[src/pdc_pkg.sv]
`timescale 1ns / 1ps

package pdc_pkg;

    localparam int LETTER_W = 5;
    localparam int COORD_W  = 3;
    localparam int SIDE     = 5;
    localparam int CELLS    = SIDE * SIDE;
    localparam int SQ_W     = 50;
    localparam int HIGH_W   = 25;
    localparam int CFG_IDX_W = 2;

    localparam int QDEPTH  = 4;
    localparam int QPTR_W  = $clog2(QDEPTH);
    localparam int QCNT_W  = $clog2(QDEPTH + 1);

    localparam logic [LETTER_W-1:0] PAD_LETTER = 5'd23;
    localparam logic [LETTER_W-1:0] LETTER_J   = 5'd9;
    localparam logic [LETTER_W-1:0] LETTER_I   = 5'd8;

    localparam logic [CFG_IDX_W-1:0] CFG_SQ_LOW  = 2'd0;
    localparam logic [CFG_IDX_W-1:0] CFG_SQ_MID  = 2'd1;
    localparam logic [CFG_IDX_W-1:0] CFG_SQ_HIGH = 2'd2;
    localparam logic [CFG_IDX_W-1:0] CFG_DIR     = 2'd3;

    typedef logic [LETTER_W-1:0] t_letter;
    typedef logic [COORD_W-1:0]  t_coord;
    typedef logic [CELLS-1:0][LETTER_W-1:0] t_square;

    // one digraph to substitute and how its results are delivered
    typedef struct packed {
        t_letter a;
        t_letter b;
        logic    two;       // two result letters
        logic    rep;       // second result repeats the substitute of a
        logic    last0;
        logic    last1;
    } t_job;

    typedef struct packed {
        t_coord row;
        t_coord col;
    } t_pos;

    // first matching cell wins, no match gives row 0 column 0
    function automatic t_pos locate(t_square sq, t_letter letter);
        t_pos p;
        p.row = '0;
        p.col = '0;
        for (int r = SIDE - 1; r >= 0; r--) begin
            for (int c = SIDE - 1; c >= 0; c--) begin
                if (sq[r * SIDE + c] == letter) begin
                    p.row = COORD_W'(r);
                    p.col = COORD_W'(c);
                end
            end
        end
        return p;
    endfunction

    // one step around the row or column, backward when decrypting
    function automatic t_coord wrap_step(t_coord x, logic dir);
        t_coord y;
        if (dir) begin
            y = (x == '0) ? COORD_W'(SIDE - 1) : x - 1'b1;
        end else begin
            y = (x == COORD_W'(SIDE - 1)) ? '0 : x + 1'b1;
        end
        return y;
    endfunction

    function automatic t_letter cell_code(t_square sq, t_coord row, t_coord col);
        logic [LETTER_W-1:0] idx;
        idx = LETTER_W'(row) * LETTER_W'(SIDE) + LETTER_W'(col);
        return sq[idx];
    endfunction

endpackage

[src/playfair_digraph_cipher_unit.sv]
`timescale 1ns / 1ps
// path: a closed pair is queued, registered in the locate stage, then in the output stage
// throughput: one letter per cycle while the pair queue has room; a pair's two results
// leave the output stage in turn while the 4-entry pair queue keeps taking letters
// reset: synchronous active low, clears key square, direction, held letter, queue and
// both back stages; configuration writes are always ready

module playfair_digraph_cipher_unit
    import pdc_pkg::*;
(
    input  logic                 i_clk,
    input  logic                 i_rst_n,
    input  logic                 i_in_valid,
    output logic                 o_in_ready,
    input  logic [LETTER_W-1:0]  i_letter_in,
    input  logic                 i_last_in,
    output logic                 o_out_valid,
    input  logic                 i_out_ready,
    output logic [LETTER_W-1:0]  o_letter_out,
    output logic                 o_last_out,
    input  logic                 i_cfg_valid,
    output logic                 o_cfg_ready,
    input  logic [CFG_IDX_W-1:0] i_cfg_index,
    input  logic [SQ_W-1:0]      i_cfg_data
);

    logic [SQ_W-1:0]   r_sq_low;
    logic [SQ_W-1:0]   r_sq_mid;
    logic [HIGH_W-1:0] r_sq_high;
    logic              r_direction;
    t_square           square;
    logic              push;
    t_job              push_job;
    logic              q_ready;
    logic              q_valid;
    t_job              q_job;
    logic              pop;

    assign o_cfg_ready = 1'b1;
    assign square      = {r_sq_high, r_sq_mid, r_sq_low};

    always_ff @(posedge i_clk) begin
        if (!i_rst_n) begin
            r_sq_low    <= '0;
            r_sq_mid    <= '0;
            r_sq_high   <= '0;
            r_direction <= 1'b0;
        end else if (i_cfg_valid) begin
            case (i_cfg_index)
                CFG_SQ_LOW:  r_sq_low    <= i_cfg_data;
                CFG_SQ_MID:  r_sq_mid    <= i_cfg_data;
                CFG_SQ_HIGH: r_sq_high   <= i_cfg_data[HIGH_W-1:0];
                CFG_DIR:     r_direction <= i_cfg_data[0];
                default:     r_direction <= r_direction;
            endcase
        end
    end

    pdc_front u_front (
        .i_clk       (i_clk),
        .i_rst_n     (i_rst_n),
        .i_in_valid  (i_in_valid),
        .o_in_ready  (o_in_ready),
        .i_letter_in (i_letter_in),
        .i_last_in   (i_last_in),
        .i_q_ready   (q_ready),
        .o_push      (push),
        .o_job       (push_job)
    );

    pdc_queue u_queue (
        .i_clk   (i_clk),
        .i_rst_n (i_rst_n),
        .i_push  (push),
        .i_job   (push_job),
        .o_ready (q_ready),
        .o_valid (q_valid),
        .o_job   (q_job),
        .i_pop   (pop)
    );

    pdc_back u_back (
        .i_clk        (i_clk),
        .i_rst_n      (i_rst_n),
        .i_q_valid    (q_valid),
        .i_q_job      (q_job),
        .o_pop        (pop),
        .i_square     (square),
        .i_direction  (r_direction),
        .o_out_valid  (o_out_valid),
        .i_out_ready  (i_out_ready),
        .o_letter_out (o_letter_out),
        .o_last_out   (o_last_out)
    );

endmodule

[src/pdc_front.sv]
`timescale 1ns / 1ps

module pdc_front
    import pdc_pkg::*;
(
    input  logic    i_clk,
    input  logic    i_rst_n,
    input  logic    i_in_valid,
    output logic    o_in_ready,
    input  t_letter i_letter_in,
    input  logic    i_last_in,
    input  logic    i_q_ready,
    output logic    o_push,
    output t_job    o_job
);

    logic    r_pend;
    logic    n_pend;
    t_letter r_pend_letter;
    t_letter n_pend_letter;
    t_letter letter;
    logic    accept;

    assign o_in_ready = i_q_ready;
    assign accept     = i_in_valid && i_q_ready;
    assign letter     = (i_letter_in == LETTER_J) ? LETTER_I : i_letter_in;

    always_comb begin
        n_pend        = r_pend;
        n_pend_letter = r_pend_letter;
        o_push        = 1'b0;
        o_job         = '0;
        if (accept) begin
            if (r_pend && letter != r_pend_letter) begin
                o_push      = 1'b1;
                o_job.a     = r_pend_letter;
                o_job.b     = letter;
                o_job.two   = 1'b1;
                o_job.last1 = i_last_in;
                n_pend      = 1'b0;
            end else if (r_pend) begin
                // doubled letter: pad the held one, a final repeat gives the same substitute
                o_push      = 1'b1;
                o_job.a     = r_pend_letter;
                o_job.b     = PAD_LETTER;
                o_job.two   = i_last_in;
                o_job.rep   = 1'b1;
                o_job.last1 = 1'b1;
                n_pend      = !i_last_in;
            end else if (i_last_in) begin
                o_push      = 1'b1;
                o_job.a     = letter;
                o_job.b     = PAD_LETTER;
                o_job.last0 = 1'b1;
            end else begin
                n_pend        = 1'b1;
                n_pend_letter = letter;
            end
        end
    end

    always_ff @(posedge i_clk) begin
        if (!i_rst_n) begin
            r_pend <= 1'b0;
        end else begin
            r_pend <= n_pend;
        end
        r_pend_letter <= n_pend_letter;
    end

endmodule

[src/pdc_queue.sv]
`timescale 1ns / 1ps

module pdc_queue
    import pdc_pkg::*;
(
    input  logic i_clk,
    input  logic i_rst_n,
    input  logic i_push,
    input  t_job i_job,
    output logic o_ready,
    output logic o_valid,
    output t_job o_job,
    input  logic i_pop
);

    t_job              r_mem [QDEPTH];
    logic [QPTR_W-1:0] r_wr_ptr;
    logic [QPTR_W-1:0] r_rd_ptr;
    logic [QCNT_W-1:0] r_count;
    logic              do_push;
    logic              do_pop;

    assign o_ready = (r_count != QCNT_W'(QDEPTH));
    assign o_valid = (r_count != '0);
    assign o_job   = r_mem[r_rd_ptr];
    assign do_push = i_push && o_ready;
    assign do_pop  = i_pop && o_valid;

    always_ff @(posedge i_clk) begin
        if (!i_rst_n) begin
            r_wr_ptr <= '0;
            r_rd_ptr <= '0;
            r_count  <= '0;
        end else begin
            if (do_push) begin
                r_wr_ptr <= r_wr_ptr + 1'b1;
            end
            if (do_pop) begin
                r_rd_ptr <= r_rd_ptr + 1'b1;
            end
            if (do_push && !do_pop) begin
                r_count <= r_count + 1'b1;
            end else if (do_pop && !do_push) begin
                r_count <= r_count - 1'b1;
            end
        end
        if (do_push) begin
            r_mem[r_wr_ptr] <= i_job;
        end
    end

`ifndef SYNTHESIS
    a_count_bound: assert property (@(posedge i_clk) disable iff (!i_rst_n)
        r_count <= QCNT_W'(QDEPTH))
        else $error("queue count beyond depth");
`endif

endmodule

[src/pdc_back.sv]
`timescale 1ns / 1ps

module pdc_back
    import pdc_pkg::*;
(
    input  logic    i_clk,
    input  logic    i_rst_n,
    input  logic    i_q_valid,
    input  t_job    i_q_job,
    output logic    o_pop,
    input  t_square i_square,
    input  logic    i_direction,
    output logic    o_out_valid,
    input  logic    i_out_ready,
    output t_letter o_letter_out,
    output logic    o_last_out
);

    // locate stage
    logic    r_l_valid;
    t_pos    r_l_pa;
    t_pos    r_l_pb;
    logic    r_l_two;
    logic    r_l_rep;
    logic    r_l_last0;
    logic    r_l_last1;

    // output stage
    logic    r_o_valid;
    logic    r_o_idx;
    t_letter r_o_first;
    t_letter r_o_second;
    logic    r_o_two;
    logic    r_o_last0;
    logic    r_o_last1;

    logic    l_ready;
    logic    o_free;
    logic    o_load;
    t_pos    pa;
    t_pos    pb;
    t_pos    na;
    t_pos    nb;
    t_letter sa;
    t_letter sb;

    assign o_free  = !r_o_valid || (i_out_ready && (r_o_idx || !r_o_two));
    assign o_load  = r_l_valid && o_free;
    assign l_ready = !r_l_valid || o_free;
    assign o_pop   = i_q_valid && l_ready;

    assign pa = locate(i_square, i_q_job.a);
    assign pb = locate(i_square, i_q_job.b);

    always_comb begin
        na = r_l_pa;
        nb = r_l_pb;
        if (r_l_pa.row == r_l_pb.row) begin
            na.col = wrap_step(r_l_pa.col, i_direction);
            nb.col = wrap_step(r_l_pb.col, i_direction);
        end else if (r_l_pa.col == r_l_pb.col) begin
            na.row = wrap_step(r_l_pa.row, i_direction);
            nb.row = wrap_step(r_l_pb.row, i_direction);
        end else begin
            na.col = r_l_pb.col;
            nb.col = r_l_pa.col;
        end
        sa = cell_code(i_square, na.row, na.col);
        sb = cell_code(i_square, nb.row, nb.col);
    end

    always_ff @(posedge i_clk) begin
        if (!i_rst_n) begin
            r_l_valid <= 1'b0;
            r_o_valid <= 1'b0;
            r_o_idx   <= 1'b0;
        end else begin
            if (l_ready) begin
                r_l_valid <= i_q_valid;
            end
            if (o_free) begin
                r_o_valid <= r_l_valid;
            end
            if (o_load) begin
                r_o_idx <= 1'b0;
            end else if (r_o_valid && i_out_ready && !r_o_idx && r_o_two) begin
                r_o_idx <= 1'b1;
            end
        end
        if (o_pop) begin
            r_l_pa    <= pa;
            r_l_pb    <= pb;
            r_l_two   <= i_q_job.two;
            r_l_rep   <= i_q_job.rep;
            r_l_last0 <= i_q_job.last0;
            r_l_last1 <= i_q_job.last1;
        end
        if (o_load) begin
            r_o_first  <= sa;
            r_o_second <= r_l_rep ? sa : sb;
            r_o_two    <= r_l_two;
            r_o_last0  <= r_l_last0;
            r_o_last1  <= r_l_last1;
        end
    end

    assign o_out_valid  = r_o_valid;
    assign o_letter_out = r_o_idx ? r_o_second : r_o_first;
    assign o_last_out   = r_o_idx ? r_o_last1 : r_o_last0;

`ifndef SYNTHESIS
    a_second_needs_two: assert property (@(posedge i_clk) disable iff (!i_rst_n)
        r_o_valid && r_o_idx |-> r_o_two)
        else $error("second letter shown for a single-result pair");

    a_second_follows: assert property (@(posedge i_clk) disable iff (!i_rst_n)
        r_o_valid && !r_o_idx && r_o_two && i_out_ready |=> r_o_valid && r_o_idx)
        else $error("second letter of a pair lost");

    a_last_single: assert property (@(posedge i_clk) disable iff (!i_rst_n)
        r_o_valid && r_o_last0 |-> !r_o_two)
        else $error("final mark on a first letter that has a follower");
`endif

endmodule
[config.mk]
export PLATFORM = sky130hd
export DESIGN_NAME = playfair_digraph_cipher_unit
export DESIGN_NICKNAME = d
export VERILOG_FILES = /design/src/pdc_pkg.sv /design/src/playfair_digraph_cipher_unit.sv /design/src/pdc_front.sv /design/src/pdc_queue.sv /design/src/pdc_back.sv
export SDC_FILE = /design/constraint.sdc
export NUM_CORES = 1
export LEC_CHECK = 0
export ABC_AREA = 1
export BUFFER_PORTS_ARGS = -buffer_cell sky130_fd_sc_hd__buf_4
export CAP_MARGIN = 20
export CORE_UTILIZATION = 31
export CTS_CLUSTER_DIAMETER = 120
export DETAILED_ROUTE_END_ITERATION = 6
export HOLD_SLACK_MARGIN = 0.06
export PLACE_DENSITY = 0.48
export SYNTH_ARGS = -nofsm -noshare
export SYNTH_HDL_FRONTEND = slang
export SYNTH_SLANG_ARGS = --single-unit
[constraint.sdc]
create_clock -name i_clk -period 5.5 [get_ports i_clk]
set_input_delay 0.825 -clock i_clk [delete_from_list [all_inputs] [get_ports i_clk]]
set_output_delay 0.825 -clock i_clk [all_outputs]
set_load 0.1 [all_outputs]
Word level (Yosys, flattened, before mapping):

Memory sizes are Yosys's and may differ from the RTL's. A register that Yosys moved wholly into a read port is not among the register bits.
Cells that the tools add are included.

* memory bits (writable): 56
* bits of input ports: 63
* memories kept: 1
* register bits: 171

* $add $sub $neg: 14
* multiply operators: 2
* equal/unequal tests: 62
* muxes and demuxes: 98
* reduce and logical (&&, ||, !) cells: 45
* bitwise logic cells: 4
* $lt $le $gt $ge: 2

Memory list
* u_queue.r_mem: depth 4, bits a word 14, rd ports 1, clocked after Yosys merged registers in 1, wr ports 1, RTL line pdc_queue.sv:16 `t_job r_mem [QDEPTH];`

Operators by type and width (count)
* $eq 5x5->1: 50
* $mux 5: 25
* $mux 3: 24
* $mux 6: 10
* $bmux 5 s5: 2
* $mux 4: 10
* $reduce_or 20->1: 2
* $mux 10: 2
* $reduce_or 10->1: 2
* $mux 2: 8
* $add 3x1->3 const B: 5
* $mux 1: 15
* $sub 3x1->3 const B: 5
* $mux 14: 1
* $eq 3x3->1 const B: 4
* $logic_and 1x1->1: 12
* $logic_not 3->1: 4
* $lt 5x6->1 const B: 2
* $mux 11: 1
* $add 5x3->5: 2
* $mul 3x3->5 const B: 2
* $reduce_or 5->1: 2
* $reduce_and 2->1: 4
* $reduce_or 4->1: 2
* other kinds (15): 31

Depth between registers and ports, before layout:

* word-level depth: 25
* gate-level depth with buffers: 28
* gate-level depth less buffers: 27

Modules after synthesis:

From an unflattened synthesis, not the netlist that was laid out.

* cell total of the unflattened synthesis: 2445
* area total of the unflattened synthesis: 16664.7 sq um

Modules (own cells, without submodules)
* pdc_back: cells an instance 1360, area each 8186.6 sq um, instances 1, seq. area each 930.9 sq um
* playfair_digraph_cipher_unit: cells an instance 815, area each 5342.6 sq um, instances 1, seq. area each 2522.4 sq um
* pdc_queue: cells an instance 203, area each 2612.5 sq um, instances 1, seq. area each 1861.8 sq um
* pdc_front: cells an instance 67, area each 523.0 sq um, instances 1, seq. area each 170.2 sq um

Worst setup path after synthesis:

Ideal clock, no wire load.

* path type: register to register
* start: register u_back.r_l_pa[5] (netlist bit)
* end: register u_back.r_o_second[0], data pin
* stages on the path, launching flop included: 18
* arrival: 3623 ps
* required time: 5233 ps
* path buffers: 3
* setup time: 267 ps
* path slack: 1610 ps
* cell sequence: edfxtp_1 > xnor2_1 > nand2_2 > inv_2 > a2111oi_4 > buf_2 > o211ai_1 > o21ai_0 > inv_1 > ha_1 > ha_1 > fa_1 > clkbuf_1 > inv_1 > clkbuf_1 > a31oi_1 > o311ai_0 > nand2_1

* cells in the longest elaborated chain, start to end: 10
* elaborated cells between the ends (all ways): 22
* those cells by class: add/sub (4); mul (2); eq/ne (2); mux (13); reduce/logical (1)

RTL lines
* start: declaration: RTL line pdc_back.sv:21 `t_pos r_l_pa;`
* start signal: assignment: RTL line pdc_back.sv:91 `r_l_pa <= pa;`
* $add 3x1->3 (tied with other cells): RTL line pdc_pkg.sv:67 `y = (x == COORD_W'(SIDE - 1)) ? '0 : x + 1'b1;`
* $mux 3 (on tied branches): RTL line pdc_pkg.sv:67, pdc_pkg.sv:65
* $mux 3: RTL line pdc_pkg.sv:64 `if (dir) begin`
* $mux 3: RTL line pdc_back.sv:61 `end else if (r_l_pa.col == r_l_pb.col) begin`
* $mux 3: RTL line pdc_back.sv:58 `if (r_l_pa.row == r_l_pb.row) begin`
* $mul 3x3->5: RTL line pdc_pkg.sv:74 `idx = LETTER_W'(row) * LETTER_W'(SIDE) + LETTER_W'(col);`
* $add 5x3->5: RTL line pdc_pkg.sv:74
* $bmux 5 s5: RTL line pdc_pkg.sv:75 `return sq[idx];`
* $mux 5 (implied by the code): RTL line pdc_pkg.sv:75
* $mux 5 *: RTL line pdc_back.sv:100 `r_o_second <= r_l_rep ? sa : sb;`
* end signal: assignment: RTL line pdc_back.sv:100
* end: declaration: RTL line pdc_back.sv:32 `t_letter r_o_second;`

Mark *: on every way between the ends. The rest lies on a longest branch, timed or not. The select of a mux whose other input is x is not followed.
A chain may end at the register's enable or synchronous reset.

Worst setup path after layout:

* start: register u_back.r_l_pb[4] (netlist bit)
* end: register u_back.r_o_second[0], data pin

* elaborated cells between the ends (all ways): 22
* those cells by class: add/sub (4); mul (2); eq/ne (2); mux (13); reduce/logical (1)

RTL lines
* start: declaration: RTL line pdc_back.sv:22 `t_pos r_l_pb;`
* start signal: assignment: RTL line pdc_back.sv:92 `r_l_pb <= pb;`
* $eq 3x3->1 *: RTL line pdc_back.sv:58
* $mux 3: RTL line pdc_back.sv:58
* $mul 3x3->5: RTL line pdc_pkg.sv:74
* $add 5x3->5 *: RTL line pdc_pkg.sv:74
* $bmux 5 s5 *: RTL line pdc_pkg.sv:75
* $mux 5 (implied by the code) *: RTL line pdc_pkg.sv:75
* net u_back.sa[0]: RTL line pdc_back.sv:44 `t_letter sa;`
* $mux 5 *: RTL line pdc_back.sv:100

The timed path passes the listed nets; every way through them passes the cells marked *. The select of a mux whose other input is x is not followed.

==> out/results.ini <==
[min_path]
hold_path_class=reg -> reg

[global_routing]
grt_pass1_wl_mm=97.3
grt_max_degree=70
first_global_vias=14144
antenna_found_initial=5
grt_overflow_total=0
grt_use_total_pct=26.3

[yosys]
synth_seq_area_share_pct=35.5
top_area_cell_type_share_of_the_netlist_area_pct=18.0
syn_area_per_cell_um2=7.37
number_of_nets_in_the_synthesized_netlist=2199
synth-async-reset-ratio_pct=0
synth.top_cells.by_area=sky130_fd_sc_hd__dfxtp_1 18%, sky130_fd_sc_hd__edfxtp_1 17%, sky130_fd_sc_hd__o21ai_0 10%
synth.ff_latch_count=229
post_synth_inst_count=2096
netlist_area_pre_place_um2=15400
synth_top_cell_by_area=sky130_fd_sc_hd__dfxtp_1
ys.flop_type=sky130_fd_sc_hd__dfxtp_1
synth_enable_flop_cells=90
synth_cell_types=58
synth_warnings=0

[floorplan]
die_x_um=225
fp.dieArea_um2=50700
io_pins=72
core_um2=49100
initial_utilization_pct=31.5
die_h_um=225
rows=81

[clock_tree]
postCtsResizedCells=0
post_cts_buffers=0
cts_buffers=30
path_clk_slew_ns=0.06
cts-root-to-sink-buffers=3
cts_tree=yes
clock_sinks=229
cts.htree.levels=1
root_buffer=sky130_fd_sc_hd__clkbuf_16
cts_hold_buffers=0
clock_insertion_delay_worst_skew_ns=0.60

[setup_path]
critical_path.startpoint=u_back.r_l_pb[4]$_SDFFCE_PP0P_
timing.rr.end=u_back.r_o_second[0]$_DFFE_PP_
arrival_ns=5.23
worstSetupEndpointType=flip-flop
critPathCapture=u_back.r_o_second[0]$_DFFE_PP_
reg2reg_slack_ns=0.60
reg2reg_from=u_back.r_l_pb[4]$_SDFFCE_PP0P_
worst-endpoint-required_ns=5.83
worst-setup-path-type=reg -> reg
setup.worst_path.start_class=flip-flop
reg2regPathDepth=19
cp_max_fo=15

[drt]
wl_per_cell_um=24.0
detailroute.via_count=15054
drtAntennaViolNets=0
pre_repair_dr_iteration_count=7
post_drt_via_cell_ratio=5.39
detail_route.wirelength_mm=67.0
drcViolationCount=3
first_iter_violations=1640

[sta]
max_clock_freq_ghz=0.204
slew_headroom_pct=31.3
timing_worst_slew_pin_value_ns=1.03
clock-skew-final_ns=0.0185
final-max-slew-violation-count=0
grt_setup_unrepaired=no
period_needed_ns=4.90
timing.final.hold_violations=0
setup_violations=0
layout_worst_path_cycle_share_pct=89.2
fin_setup_tns_ns=0

[job]
max_cap_viol_count=0

[final_layout]
layout.filler_cells=5264
layout_common_cells=311 x sky130_fd_sc_hd__o21ai_0, 290 x sky130_fd_sc_hd__nand2_1, 227 x sky130_fd_sc_hd__a21oi_1
most_frequent_standard_cell_in_the_layout_excluding_fill_and_tap_cells=sky130_fd_sc_hd__o21ai_0
ratio_of_cells_with_drive_above_1_in_the_final_layout_pct=9.67
flow.area_growth_from_synthesis_pct=13.6
postLayoutCoreUtil_pct=35.8
diodes=0
layout.nets=2209

[status]
status=finished with violations
failed_checks=DRC

[place]
io_buffers=70
post-dp-hpwl_mm=50.2
place.gp.congestion=1.02

registers in the layout (all words and copies together) (netlist names), 2 cells and up, named ones only:
register and count:
u_queue.r_wr_ptr 2, r_sq_high 25, r_sq_mid 50, u_queue.r_mem 56, u_front.r_pend_letter 5, u_queue.r_rd_ptr 2
u_queue.r_count 3, u_back.r_o_second 5, u_back.r_l_pb 6, r_sq_low 50, u_back.r_o_first 5, u_back.r_l_pa 6
metrics by stage:
step           hold WS (ns)  setup slack, ns  cells  cell area [um2]
6_report              0.418            0.596   2794            17500
2_1_floorplan         0.400             1.61   2096            15400
5_1_grt               0.411            0.173   2794            17500
3_3_place_gp          0.402            0.722   2737            16500
3_5_place_dp          0.406            0.654   2738            16500
4_1_cts               0.396            0.601   2794            17500
routing by layer:
layer	global-route usage, %	vias to the layer above	share of wire (%)
met5	0	-	0
met4	9.57	0	3.9
met3	3.96	122	6.5
met2	43.3	590	47
met1	34.6	7219	43
li1	-	7123	-
worst max-delay path: stages, from the launching register on:
cell                        delay [ns]
sky130_fd_sc_hd__edfxtp_1         0.45
sky130_fd_sc_hd__xor2_1           0.19
sky130_fd_sc_hd__a21oi_1          0.07
sky130_fd_sc_hd__nand2_2          0.13
sky130_fd_sc_hd__inv_2            0.10
sky130_fd_sc_hd__a2111oi_4        0.51
sky130_fd_sc_hd__o211ai_1         0.17
sky130_fd_sc_hd__o21ai_1          0.21
sky130_fd_sc_hd__inv_1            0.10
sky130_fd_sc_hd__ha_1             0.32
sky130_fd_sc_hd__ha_1             0.32
sky130_fd_sc_hd__fa_1             0.38
sky130_fd_sc_hd__xnor2_1          0.56
sky130_fd_sc_hd__inv_1            0.47
sky130_fd_sc_hd__nand4_1          0.17
sky130_fd_sc_hd__o21ai_0          0.12
sky130_fd_sc_hd__nor2_1           0.17
sky130_fd_sc_hd__a31oi_1          0.07
sky130_fd_sc_hd__nand2_1          0.10
sky130_fd_sc_hd__nand2_1          0.06
cell families after synthesis:
| group | share of synthesized area, % |
|---|---|
| other cells | 0.0243 |
| fa+ha+maj | 3.39 |
| compound gates | 21.8 |
| simple gates | 20.0 |
| flops | 35.5 |
| buf+inv | 9.23 |
| mux | 0.130 |
| xor+xnor | 9.91 |
cell usage after synthesis (2+ instances only):
master,number
sky130_fd_sc_hd__o21ai_0,311
sky130_fd_sc_hd__nand2_1,290
sky130_fd_sc_hd__a21oi_1,227
sky130_fd_sc_hd__inv_1,203
sky130_fd_sc_hd__nor2_1,165
sky130_fd_sc_hd__xor2_1,148
sky130_fd_sc_hd__dfxtp_1,139
sky130_fd_sc_hd__nand3_1,123
sky130_fd_sc_hd__edfxtp_1,90
sky130_fd_sc_hd__clkbuf_1,86
sky130_fd_sc_hd__ha_1,37
sky130_fd_sc_hd__o22ai_1,30
sky130_fd_sc_hd__nor3_1,27
sky130_fd_sc_hd__nand4_1,25
sky130_fd_sc_hd__xnor2_1,25
sky130_fd_sc_hd__buf_6,14
sky130_fd_sc_hd__nor4_1,13
sky130_fd_sc_hd__a31oi_1,12
sky130_fd_sc_hd__nand3_2,12
sky130_fd_sc_hd__o211ai_1,11
sky130_fd_sc_hd__buf_2,9
sky130_fd_sc_hd__a211oi_1,8
sky130_fd_sc_hd__o21ai_1,8
sky130_fd_sc_hd__nand2_4,7
sky130_fd_sc_hd__buf_1,6
sky130_fd_sc_hd__inv_2,6
sky130_fd_sc_hd__buf_4,5
sky130_fd_sc_hd__nor4_2,5
sky130_fd_sc_hd__a221oi_1,4
sky130_fd_sc_hd__nand2_2,4
sky130_fd_sc_hd__nand3b_1,4
sky130_fd_sc_hd__a21boi_1,3
sky130_fd_sc_hd__buf_8,3
sky130_fd_sc_hd__clkinv_1,3
sky130_fd_sc_hd__fa_1,3
sky130_fd_sc_hd__o311ai_0,3
sky130_fd_sc_hd__a21boi_0,2
sky130_fd_sc_hd__mux2i_1,2
sky130_fd_sc_hd__nor3b_1,2
sky130_fd_sc_hd__o2111ai_1,2
sky130_fd_sc_hd__or2_2,2
worst min path at each step:
stage	from	end	slack, ns	cells past startpoint
after CTS	i_letter_in[3]	u_front.r_pend_letter[3]$_DFFE_PP_	0.40	1
after floorplan	u_back.r_l_last0$_DFFE_PP_	u_back.r_o_last0$_DFFE_PP_	0.40	0
after global routing	i_letter_in[3]	u_front.r_pend_letter[3]$_DFFE_PP_	0.41	1
final	u_back.r_l_last0$_DFFE_PP_	u_back.r_o_last0$_DFFE_PP_	0.42	0
after detailed placement	u_back.r_l_last0$_DFFE_PP_	u_back.r_o_last0$_DFFE_PP_	0.41	0
after global placement	u_back.r_l_last0$_DFFE_PP_	u_back.r_o_last0$_DFFE_PP_	0.40	0
layout make-up:
cell class / count / area [um2] / area share, %
clock buffer: 36 / 845 / 4.81
clock inverter: 20 / 230 / 1.31
inverter: 212 / 796 / 4.54
multi-input combinational: 1532 / 8550 / 48.8
sequential: 229 / 5490 / 31.3
tap: 664 / 831 / 4.74
timing repair buffer: 101 / 800 / 4.56
Power is left out: the tool's default activity adds up to more than one toggle a clock period on the data nets, which glitch-free logic cannot reach.
